**src/hw/rtl/vci16_pkg.sv**
```systemverilog
`timescale 1ns / 1ps
// ----------------------------------------------------------------------------
// vci16_pkg: shared types and constants for the valid convolution block
// Field widths, item codes and the control/status bundles of the mac unit.
// ----------------------------------------------------------------------------
package vci16_pkg;

    // default depth of the tap store and sample window
    localparam int MAX_TAPS_DEFAULT = 32;

    // field widths
    localparam int VALUE_W     = 16;
    localparam int SUM_W       = 32;
    localparam int TAP_IDX_W   = 5;
    localparam int TAP_CNT_W   = 6;
    localparam int S_TDATA_W   = 24;
    localparam int M_TDATA_W   = 32;

    // reset value of the tap count register
    localparam logic [TAP_CNT_W-1:0] TAP_COUNT_RESET = 6'd2;
    localparam logic [TAP_CNT_W-1:0] TAP_COUNT_MIN   = 6'd2;

    // item kinds carried on tuser
    localparam logic MODE_TAP    = 1'b0;
    localparam logic MODE_SAMPLE = 1'b1;

    // sequencer to mac unit
    typedef struct packed {
        logic clear;    // zero the accumulator before a new sum
        logic in_vld;   // operands on the inputs are valid this cycle
    } mac_ctrl_t;

    // mac unit to sequencer
    typedef struct packed {
        logic busy;     // a product is still in flight
    } mac_stat_t;

endpackage

```
**src/hw/rtl/vci16_tap_ram.sv**
```systemverilog
`timescale 1ns / 1ps
// ----------------------------------------------------------------------------
// vci16_tap_ram: coefficient store
// One write port for tap loads, one registered read port for the tap walk.
// ----------------------------------------------------------------------------
module vci16_tap_ram #(
    parameter int MAX_TAPS = vci16_pkg::MAX_TAPS_DEFAULT,
    localparam int AW = (MAX_TAPS > 1) ? $clog2(MAX_TAPS) : 1
) (
    input  logic                          aclk,
    input  logic                          wr_en,
    input  logic [AW-1:0]                 wr_addr,
    input  logic [vci16_pkg::VALUE_W-1:0] wr_data,
    input  logic                          rd_en,
    input  logic [AW-1:0]                 rd_addr,
    output logic [vci16_pkg::VALUE_W-1:0] rd_data
);

    logic [vci16_pkg::VALUE_W-1:0] mem [MAX_TAPS];
    logic [vci16_pkg::VALUE_W-1:0] rd_data_reg;

    // tap write
    always_ff @(posedge aclk) begin
        if (wr_en) begin
            mem[wr_addr] <= wr_data;
        end
    end

    // registered read
    always_ff @(posedge aclk) begin
        if (rd_en) begin
            rd_data_reg <= mem[rd_addr];
        end
    end

    assign rd_data = rd_data_reg;

endmodule

```
**src/hw/rtl/vci16_window.sv**
```systemverilog
`timescale 1ns / 1ps
// ----------------------------------------------------------------------------
// vci16_window: sample window as a circular buffer
// A push writes the newest sample; reads then walk from newest to oldest.
// ----------------------------------------------------------------------------
module vci16_window #(
    parameter int MAX_TAPS = vci16_pkg::MAX_TAPS_DEFAULT,
    localparam int AW = (MAX_TAPS > 1) ? $clog2(MAX_TAPS) : 1
) (
    input  logic                          aclk,
    input  logic                          aresetn,
    input  logic                          push,
    input  logic [vci16_pkg::VALUE_W-1:0] push_data,
    input  logic                          rd_en,
    output logic [vci16_pkg::VALUE_W-1:0] rd_data
);

    localparam logic [AW-1:0] LAST_ADDR = AW'(MAX_TAPS - 1);

    logic [vci16_pkg::VALUE_W-1:0] mem [MAX_TAPS];
    logic [vci16_pkg::VALUE_W-1:0] rd_data_reg;
    logic [AW-1:0]                 wptr_reg, wptr_next;
    logic [AW-1:0]                 rptr_reg, rptr_next;

    // next write slot, wrapping at the depth
    always_comb begin
        wptr_next = (wptr_reg == LAST_ADDR) ? '0 : wptr_reg + AW'(1);
    end

    // read pointer: starts at the newest sample, steps back toward older ones
    always_comb begin
        rptr_next = rptr_reg;
        if (push) begin
            rptr_next = wptr_next;
        end else if (rd_en) begin
            rptr_next = (rptr_reg == '0) ? LAST_ADDR : rptr_reg - AW'(1);
        end
    end

    // pointers
    always_ff @(posedge aclk) begin
        if (!aresetn) begin
            wptr_reg <= '0;
            rptr_reg <= '0;
        end else begin
            if (push) begin
                wptr_reg <= wptr_next;
            end
            rptr_reg <= rptr_next;
        end
    end

    // sample write
    always_ff @(posedge aclk) begin
        if (push) begin
            mem[wptr_next] <= push_data;
        end
    end

    // registered read
    always_ff @(posedge aclk) begin
        if (rd_en) begin
            rd_data_reg <= mem[rptr_reg];
        end
    end

    assign rd_data = rd_data_reg;

endmodule

```
**src/hw/rtl/vci16_mac.sv**
```systemverilog
`timescale 1ns / 1ps
// ----------------------------------------------------------------------------
// vci16_mac: shared multiply-accumulate unit
// Registered 16x16 signed product, then a wrapping 32-bit accumulate.
// ----------------------------------------------------------------------------
module vci16_mac (
    input  logic                          aclk,
    input  logic                          aresetn,
    input  vci16_pkg::mac_ctrl_t          ctrl,
    input  logic [vci16_pkg::VALUE_W-1:0] op_a,
    input  logic [vci16_pkg::VALUE_W-1:0] op_b,
    output vci16_pkg::mac_stat_t          stat,
    output logic [vci16_pkg::SUM_W-1:0]   acc
);

    logic signed [vci16_pkg::SUM_W-1:0] prod_full;
    logic [vci16_pkg::SUM_W-1:0]        prod_reg;
    logic                               pvld_reg;
    logic [vci16_pkg::SUM_W-1:0]        acc_reg;

    // full-width signed product, operands sign-extended to the sum width
    assign prod_full = $signed(op_a) * $signed(op_b);

    // product stage
    always_ff @(posedge aclk) begin
        if (ctrl.in_vld) begin
            prod_reg <= prod_full;
        end
    end

    // product valid
    always_ff @(posedge aclk) begin
        if (!aresetn) begin
            pvld_reg <= 1'b0;
        end else begin
            pvld_reg <= ctrl.in_vld;
        end
    end

    // accumulate, wrapping modulo 2^32
    always_ff @(posedge aclk) begin
        if (ctrl.clear) begin
            acc_reg <= '0;
        end else if (pvld_reg) begin
            acc_reg <= acc_reg + prod_reg;
        end
    end

    assign stat.busy = pvld_reg;
    assign acc       = acc_reg;

endmodule

```
**src/hw/rtl/valid_convolution_i16_top.sv**
```systemverilog
`timescale 1ns / 1ps
// ----------------------------------------------------------------------------
// valid_convolution_i16_top: streaming valid-mode convolution, 16-bit in
// Tap items load the coefficient store, sample items shift the window and,
// once the window holds tap_count samples of the vector, give one sum.
// ----------------------------------------------------------------------------
//  channel  | dir | handshake          | payload
//  s_       | in  | s_tvalid/s_tready  | tdata: tap_index, value; tuser: mode;
//           |     |                    | tlast: last_in
//  m_       | out | m_tvalid/m_tready  | tdata: sum_out; tlast: last_out
//  cfg_     | in  | cfg_wr_en          | cfg_wr_data: tap_count
//
//  Input is taken only while the sequencer is idle. A sample that gives a
//  result is worked through one multiply-accumulate per tap, with the tap
//  and window read registers and the product register in between.
//  Reset is synchronous, active low; the tap store is not cleared.
//  A waiting result sits in the output register; the next item is taken
//  meanwhile and holds in the sequencer only when its own sum is done.
// ----------------------------------------------------------------------------
module valid_convolution_i16_top #(
    parameter int MAX_TAPS = vci16_pkg::MAX_TAPS_DEFAULT
) (
    input  logic                            aclk,
    input  logic                            aresetn,
    // input items
    input  logic                            s_tvalid,
    output logic                            s_tready,
    input  logic [vci16_pkg::S_TDATA_W-1:0] s_tdata,   // [4:0] tap_index, [20:5] value
    input  logic                            s_tuser,   // [0] mode
    input  logic                            s_tlast,
    // result items
    output logic                            m_tvalid,
    input  logic                            m_tready,
    output logic [vci16_pkg::M_TDATA_W-1:0] m_tdata,   // [31:0] sum_out
    output logic                            m_tlast,
    // configuration
    input  logic                            cfg_wr_en,
    input  logic [vci16_pkg::TAP_CNT_W-1:0] cfg_wr_data
);

    localparam int AW = (MAX_TAPS > 1) ? $clog2(MAX_TAPS) : 1;
    localparam int CW = vci16_pkg::TAP_CNT_W;

    // sequencer states
    localparam logic [1:0] ST_IDLE  = 2'd0;
    localparam logic [1:0] ST_RUN   = 2'd1;
    localparam logic [1:0] ST_DRAIN = 2'd2;

    logic [1:0]                      state_reg, state_next;
    logic [CW-1:0]                   tap_count_reg;
    logic [CW-1:0]                   fill_reg, fill_next;
    logic [CW-1:0]                   taps_reg, taps_next;
    logic [CW-1:0]                   idx_reg, idx_next;
    logic                            last_reg, last_next;
    logic                            dvld_reg;
    logic                            m_tvalid_reg, m_tvalid_next;
    logic [vci16_pkg::SUM_W-1:0]     m_tdata_reg;
    logic                            m_tlast_reg;

    logic                            accept;
    logic                            is_sample;
    logic [vci16_pkg::TAP_IDX_W-1:0] in_tap_index;
    logic [vci16_pkg::VALUE_W-1:0]   in_value;
    logic [CW-1:0]                   taps_use;
    logic [CW-1:0]                   fill_inc;
    logic                            start;
    logic                            tap_wr;
    logic                            rd_en;
    logic                            sum_done;
    logic                            out_load;

    logic [vci16_pkg::VALUE_W-1:0]   tap_data;
    logic [vci16_pkg::VALUE_W-1:0]   win_data;
    vci16_pkg::mac_ctrl_t            mac_ctrl;
    vci16_pkg::mac_stat_t            mac_stat;
    logic [vci16_pkg::SUM_W-1:0]     mac_acc;

    // input unpacking and handshake
    assign in_tap_index = s_tdata[vci16_pkg::TAP_IDX_W-1:0];
    assign in_value     = s_tdata[vci16_pkg::TAP_IDX_W +: vci16_pkg::VALUE_W];
    assign s_tready     = (state_reg == ST_IDLE);
    assign accept       = s_tvalid && s_tready;
    assign is_sample    = (s_tuser == vci16_pkg::MODE_SAMPLE);

    // tap count register
    always_ff @(posedge aclk) begin
        if (!aresetn) begin
            tap_count_reg <= vci16_pkg::TAP_COUNT_RESET;
        end else if (cfg_wr_en) begin
            tap_count_reg <= cfg_wr_data;
        end
    end

    // taps in use, clamped to the legal range
    always_comb begin
        taps_use = tap_count_reg;
        if (tap_count_reg < vci16_pkg::TAP_COUNT_MIN) begin
            taps_use = vci16_pkg::TAP_COUNT_MIN;
        end else if (32'(tap_count_reg) > MAX_TAPS) begin
            taps_use = CW'(MAX_TAPS);
        end
    end

    // window fill, saturating at the taps in use
    assign fill_inc = (fill_reg >= taps_use) ? taps_use : fill_reg + CW'(1);
    assign start    = accept && is_sample && (fill_inc == taps_use);
    assign tap_wr   = accept && !is_sample && (32'(in_tap_index) < MAX_TAPS);
    assign rd_en    = (state_reg == ST_RUN);
    assign sum_done = !dvld_reg && !mac_stat.busy;
    assign out_load = (state_reg == ST_DRAIN) && sum_done
                      && (!m_tvalid_reg || m_tready);

    // sequencer
    always_comb begin
        state_next = state_reg;
        fill_next  = fill_reg;
        taps_next  = taps_reg;
        idx_next   = idx_reg;
        last_next  = last_reg;
        unique case (state_reg)
            ST_IDLE: begin
                if (accept && is_sample) begin
                    fill_next = s_tlast ? '0 : fill_inc;
                    if (start) begin
                        taps_next  = taps_use;
                        last_next  = s_tlast;
                        idx_next   = '0;
                        state_next = ST_RUN;
                    end
                end
            end
            ST_RUN: begin
                idx_next = idx_reg + CW'(1);
                if (idx_reg == taps_reg - CW'(1)) begin
                    state_next = ST_DRAIN;
                end
            end
            ST_DRAIN: begin
                if (out_load) begin
                    state_next = ST_IDLE;
                end
            end
            default: begin
                state_next = ST_IDLE;
            end
        endcase
    end

    // sequencer registers
    always_ff @(posedge aclk) begin
        if (!aresetn) begin
            state_reg <= ST_IDLE;
            fill_reg  <= '0;
            dvld_reg  <= 1'b0;
        end else begin
            state_reg <= state_next;
            fill_reg  <= fill_next;
            dvld_reg  <= rd_en;
        end
    end

    // per-item working registers
    always_ff @(posedge aclk) begin
        taps_reg <= taps_next;
        idx_reg  <= idx_next;
        last_reg <= last_next;
    end

    // coefficient store
    vci16_tap_ram #(
        .MAX_TAPS (MAX_TAPS)
    ) u_tap_ram (
        .aclk    (aclk),
        .wr_en   (tap_wr),
        .wr_addr (AW'(in_tap_index)),
        .wr_data (in_value),
        .rd_en   (rd_en),
        .rd_addr (AW'(idx_reg)),
        .rd_data (tap_data)
    );

    // sample window
    vci16_window #(
        .MAX_TAPS (MAX_TAPS)
    ) u_window (
        .aclk      (aclk),
        .aresetn   (aresetn),
        .push      (accept && is_sample),
        .push_data (in_value),
        .rd_en     (rd_en),
        .rd_data   (win_data)
    );

    // shared multiply-accumulate
    assign mac_ctrl.clear  = start;
    assign mac_ctrl.in_vld = dvld_reg;

    vci16_mac u_mac (
        .aclk    (aclk),
        .aresetn (aresetn),
        .ctrl    (mac_ctrl),
        .op_a    (tap_data),
        .op_b    (win_data),
        .stat    (mac_stat),
        .acc     (mac_acc)
    );

    // output register
    always_comb begin
        m_tvalid_next = m_tvalid_reg;
        if (out_load) begin
            m_tvalid_next = 1'b1;
        end else if (m_tready) begin
            m_tvalid_next = 1'b0;
        end
    end

    always_ff @(posedge aclk) begin
        if (!aresetn) begin
            m_tvalid_reg <= 1'b0;
        end else begin
            m_tvalid_reg <= m_tvalid_next;
        end
    end

    always_ff @(posedge aclk) begin
        if (out_load) begin
            m_tdata_reg <= mac_acc;
            m_tlast_reg <= last_reg;
        end
    end

    assign m_tvalid = m_tvalid_reg;
    assign m_tdata  = m_tdata_reg;
    assign m_tlast  = m_tlast_reg;

endmodule
```
**config.mk**
```make
export PLATFORM = sky130hd
export DESIGN_NAME = valid_convolution_i16_top
export DESIGN_NICKNAME = d
export VERILOG_FILES = /design/src/hw/rtl/vci16_pkg.sv /design/src/hw/rtl/vci16_tap_ram.sv /design/src/hw/rtl/vci16_window.sv /design/src/hw/rtl/vci16_mac.sv /design/src/hw/rtl/valid_convolution_i16_top.sv
export SDC_FILE = /design/constraint.sdc
export NUM_CORES = 2
export LEC_CHECK = 0
export ABC_AREA = 1
export BUFFER_PORTS_ARGS = -buffer_cell sky130_fd_sc_hd__buf_4
export CORE_MARGIN = 2
export CORE_UTILIZATION = 50
export DETAILED_ROUTE_END_ITERATION = 7
export PLACE_DENSITY = 0.66
export RECOVER_POWER = 100
export SETUP_SLACK_MARGIN = 0.15
export SYNTH_ARGS = -nofsm -noshare
export SYNTH_HDL_FRONTEND = slang
export SYNTH_SLANG_ARGS = --single-unit
```
**constraint.sdc**
```tcl
create_clock -name aclk -period 10.2 [get_ports aclk]
set_clock_uncertainty 0.2 [all_clocks]
set_input_delay 2.04 -clock aclk [delete_from_list [all_inputs] [get_ports aclk]]
set_output_delay 2.04 -clock aclk [all_outputs]
set_load 0.05 [all_outputs]
```
## Word level (Yosys, flattened, before mapping)

Memory sizes are Yosys's and may differ from the RTL's. A register that Yosys moved wholly into a read port is not among the register bits.
Cells that the tools add are included.

- Multipliers: 1
- Equality and inequality tests: 9
- Magnitude comparators: 3
- Muxes and demuxes: 22
- Add/sub/neg operators: 6
- Reductions and logical operators: 21

Operators by type and width:

| operator | number |
|---|---|
| 6-bit 2-to-1 mux | 6 |
| 32-bit adder | 1 |
| 16-bit by 16-bit multiplier with 32-bit output | 1 |
| 5-bit 2-to-1 mux | 4 |
| 6-bit by 1-bit adder with 6-bit output (second input constant) | 2 |
| 6-bit equality test | 2 |
| 6-bit case mux with 2 select lines | 1 |
| 2-bit 2-to-1 mux | 4 |
| 1-bit logical AND | 7 |
| 6-bit >= comparator | 1 |
| 6-bit > comparator (second input constant) | 1 |
| 6-bit by 2-bit < comparator with 1-bit output (second input constant) | 1 |
| 1-bit 2-to-1 mux | 6 |
| 2-bit by 1-bit != test with 1-bit output (second input constant) | 3 |
| 2-bit case mux with 3 select lines | 1 |
| 3-bit AND reduction | 2 |
| 2-bit nonzero test | 3 |
| 6-bit by 1-bit subtractor with 6-bit output (second input constant) | 1 |
| 5-bit by 1-bit adder with 5-bit output (second input constant) | 1 |
| 5-bit equality test (second input constant) | 1 |
| 5-bit logical NOT | 1 |
| 5-bit by 1-bit subtractor with 5-bit output (second input constant) | 1 |
| 1-bit logical NOT | 4 |
| 4-bit AND reduction | 1 |
| 6 further kinds | 6 |

- RAM bits: 1024
- Logic and storage cells: 79
- Input port bits: 37
- Memories kept: 2
- Bits in registers: 137

Memory list:

| name | depth | width | read ports | clocked after Yosys merged registers in | wr ports | RTL line | text |
|---|---|---|---|---|---|---|---|
| u_tap_ram.mem | 32 | 16 | 1 | 1 | 1 | vci16_tap_ram.sv:19 | `logic [vci16_pkg::VALUE_W-1:0] mem [MAX_TAPS];` |
| u_window.mem | 32 | 16 | 1 | 1 | 1 | vci16_window.sv:20 | `logic [vci16_pkg::VALUE_W-1:0] mem [MAX_TAPS];` |

## Logic depth before layout (Yosys ltp)

- Depth in word-level cells: 10
- Gate-level depth with buffers: 25

## Modules after synthesis

From an unflattened synthesis, not the netlist that was laid out.

- Cells, all modules: 6160
- Area, all modules: 61880.6 sq um

By module, submodules not included:

| module | area each (sq um) | cells each | seq. area each (sq um) | instances |
|---|---|---|---|---|
| vci16_window | 22796.9 | 2114 | 16055.4 | 1 |
| vci16_tap_ram | 21461.8 | 1794 | 15855.2 | 1 |
| vci16_mac | 14774.2 | 1979 | 1621.6 | 1 |
| valid_convolution_i16_top | 2847.7 | 273 | 1701.6 | 1 |

## Least setup slack after synthesis

No wires, ideal clock.

- Path kind: reg2reg
- From: register u_tap_ram.rd_data_reg, in the netlist u_tap_ram.rd_data[15], read port of u_tap_ram.mem
- To: register u_mac.prod_reg[26] (netlist name) (data pin)
- Cell stages (with the launch flop): 24
- Setup time: 260 ps
- Buffers on the path: 1
- Required time: 9740 ps
- Clock period less this slack: 5918 ps
- Slack: 4282 ps
- Arrival: 5458 ps
- Cell sequence: edfxtp_1 -> clkbuf_1 -> nand2_1 -> inv_1 -> fa_1 -> fa_1 -> inv_1 -> fa_1 -> inv_1 -> fa_1 -> fa_1 -> inv_1 -> fa_1 -> inv_1 -> ha_1 -> nand2_1 -> nor2_1 -> inv_1 -> nor2_1 -> nand3_1 -> nand3_1 -> nand2_1 -> nand2_1 -> xor2_1

- Longest elaborated chain between the ends: 1

RTL lines:

| what | RTL line | text |
|---|---|---|
| from (decl) | vci16_tap_ram.sv:20 | `logic [vci16_pkg::VALUE_W-1:0] rd_data_reg;` |
| 16-bit by 16-bit multiplier with 32-bit output | vci16_mac.sv:22 | `assign prod_full = $signed(op_a) * $signed(op_b);` |
| via u_mac.prod_full (one bit) | vci16_mac.sv:16 | `logic signed [vci16_pkg::SUM_W-1:0] prod_full;` |
| to (signal assigned) | vci16_mac.sv:27 | `prod_reg <= prod_full;` |
| to (decl) | vci16_mac.sv:17 | `logic [vci16_pkg::SUM_W-1:0] prod_reg;` |

The timed path passes the listed nets, and every way through them passes these cells.
A chain may end at the register's enable or synchronous reset.

==> reports/summary.txt <==
Status - finished, violations left
Failing checks - max-capacitance violations, max-slew violations
Post-synth EDFFs - 1,134
Sink Count - 1,193
Post-DP HPWL - 87,500 um
#FFs+latches synth - 1,193
Worst Tran Pin Value - 4800 ps
Worst reg2reg path depth - 9
Share of cells above drive strength 1 - 0.0447
Cells after synthesis - 5,278
Number of iterations in the first detailed-routing pass - 6
Via count - 38,700
Die width - 347 um
Overflow after GRT - 0
Synth top area share - 0.578
Clock transition at the registers of the reported paths - 70 ps
Final Hold Vio Count - 0
Post-synth ARST share - 0
Crit path max fanout - 103
Post-route setup TNS - 0 ps
Postcts setup bufs - 0
Vias in the first global route - 38,000
Mapped Nets - 5,707
DIE HEIGHT - 347 um
CTS Buf Count - 115
Max_slew headroom - -2.20
Fin crit period - 7320 ps
Post_cts resized - 0
Largest net degree at the start of global routing - 179
# hold bufs at CTS - 0
Share of total power in combinational logic - 0.388
Main synth FF type - edfxtp_1
Area contributors post-synth - edfxtp_1 58%, fa_1 8.9%, nand2_1 4.8%, o21ai_0 4.7%, nor2_1 4.4%
Type of origin of the critical path - flop
Worst setup margin - 2880 ps
NetSw - 6.08 mW
DRC viols - 0
Worst hold start - last_reg
CP Capture Type - flop
Row count - 125
IO buf count - 68
Max-cap violations - 25
Int Power - 10.4 mW
Layout area overhead - 8.80%
Worst hold path class - reg2reg
Starting DRC count in detailed routing - 3,589
Via-per-instance ratio - 5.62
Yosys cell types - 48
Max H-tree Level - 3
R2r setup slk - 2880 ps
Slew Viols, Final - 1,442
GPL Wtd Cong - 0.909
Global-route wire length before repair - 221,000 um
TritonCTS clock tree - built
Hold Crit Endpoint - m_tlast
Pre-CTS setup slack - 3480 ps
R2r endpoint - u_window.rd_data[12]
Synth area leader - edfxtp_1
Fmax achieved - 137 MHz
Crit Path Category - reg2reg
Longest Clk Path Bufs - 3
Antenna violations before repair - 4
VDD IR-drop max - 0.265 mV
Critical path arrival - 7670 ps
Clk_lat worst skew - 720 ps
Wire per inst - 20.9 um
Crit path required time - 10,550 ps
GRT Total Usage - 0.238
RSZ-0062 raised after global routing - no
Nets - 5,704
Setup Viol. Count Final - 0
Sequential cell fraction of total power - 0.357
WL final - 144,000 um
Switching part of the total - 0.368
Root buf cell - clkbuf_16
Post-route ant nets - 0
Biggest registers after layout - u_tap_ram.mem x512, u_window.mem x512
Commonest cells in the netlist - 1,134 x edfxtp_1, 749 x nand2_1, 691 x nor2_1
Cell Area, Synth - 58,900 um^2
Core ar. - 117,000 um^2
Die Area - 121,000 um^2
Leak Pwr - 24.3 nW
Initial Utilization - 0.505
Io pins - 72
Register area share after synthesis - 0.598
Worst hold stages - 0
Crit Reg-Reg Startpoint - u_window.rptr_reg[0]
Synth warn - 0
P per Cell Area - 258 nW/um^2
Clock Power Share - 0.255
Design area - 64,100 um^2
Dpl cell area - 60,900 um^2
Syn avg cell area - 11.2 um^2
Top-count cell post-synth - edfxtp_1
Crit share post-route - 0.718
-- cell usage in the layout, fill, tap and decap left out, types with 8 or more instances in the layout --
master     netlist  layout
xor2_1          34      34
edfxtp_1      1134    1134
clkinv_2         0      18
o22ai_1        160     160
nand3b_1         8       8
nor3_1          22      22
ha_1           129     129
o21ai_1         37      10
nand3_1        153     154
clkbuf_1       207     148
or2_2           10      10
inv_1          629     628
a21oi_1        101     104
o221ai_1        97      97
dfxtp_1         59      56
xnor2_1         19      19
o21ai_0        553     580
clkbuf_16        0     116
bufinv_16        0      12
buf_4            9      35
nor2_1         691     688
nand2_1        749     750
nand4_1         46      46
a21oi_2         12       9
o211ai_1        37      37
fa_1           263     263
clkinv_1         5      30
-- worst max-delay path, stage by stage (launching register included) --
cell and delay, ps:
dfxtp_4 600, inv_6 560, clkbuf_1 3360, buf_4 1030, o21ai_0 170, o22ai_1 180, o211ai_1 180, nand3_1 260
o21ai_0 260, inv_1 130
-- layout make-up --
cell class,instances,area [um^2]
fillers,9829,52400
flip-flops and latches,1193,35200
multi-input cells,3167,20100
clock buffers,145,3030
inverters,639,2410
well taps,1524,1910
repair buffers,159,752
clock inverters,64,656
diodes,1,2.50
-- kinds of logic after synthesis --
family | synth area share
simple gates | 0.117
fa+ha+maj | 0.117
xor+xnor | 0.00788
compound gates | 0.0993
flops | 0.598
buf+inv | 0.0608
-- worst max-delay path by stage --
stage               slack, ps                   end                   from  depth (start not counted)
floorplan                4280    u_mac.prod_reg[26]  u_tap_ram.rd_data[15]                         23
global placement         3560    u_mac.prod_reg[27]    u_window.rd_data[1]                         18
detailed placement       3480    u_mac.prod_reg[27]    u_window.rd_data[1]                         18
CTS                      3480    u_mac.prod_reg[27]    u_window.rd_data[1]                         18
global route             2460   u_window.rd_data[5]   u_window.rptr_reg[0]                          9
finish                   2880  u_window.rd_data[12]   u_window.rptr_reg[0]                          9
-- layer usage --
layer / wire (um) / global-route usage / share of wire
met4: 4640 / 0.0810 / 0.032
met3: 9940 / 0.0381 / 0.069
met5: 20 / 0 / 0.00014
met1: 58000 / 0.310 / 0.40
met2: 71600 / 0.406 / 0.50
-- power groups by stage --
stage	clock [mW]	combinational, mW	sequential (mW)
after floorplan	0	4.70	5.93
after global placement	0	6.36	5.98
after detailed placement	0	6.44	5.98
after CTS	4.27	6.46	5.88
after global routing	4.47	7.32	5.90
final	4.21	6.41	5.89
-- metrics by stage --
| stage | util | hold WS, ps | instances | total power, mW |
|---|---|---|---|---|
| floorplan | - | 200 | 5278 | 10.6 |
| global placement | 0.523 | 204 | 6682 | 12.3 |
| detailed placement | 0.523 | 207 | 6682 | 12.4 |
| CTS | 0.554 | 222 | 6891 | 16.6 |
| global route | 0.550 | 235 | 6891 | 17.7 |
| finish | 0.550 | 223 | 6892 | 16.5 |
(Power assumes the default switching activity.)
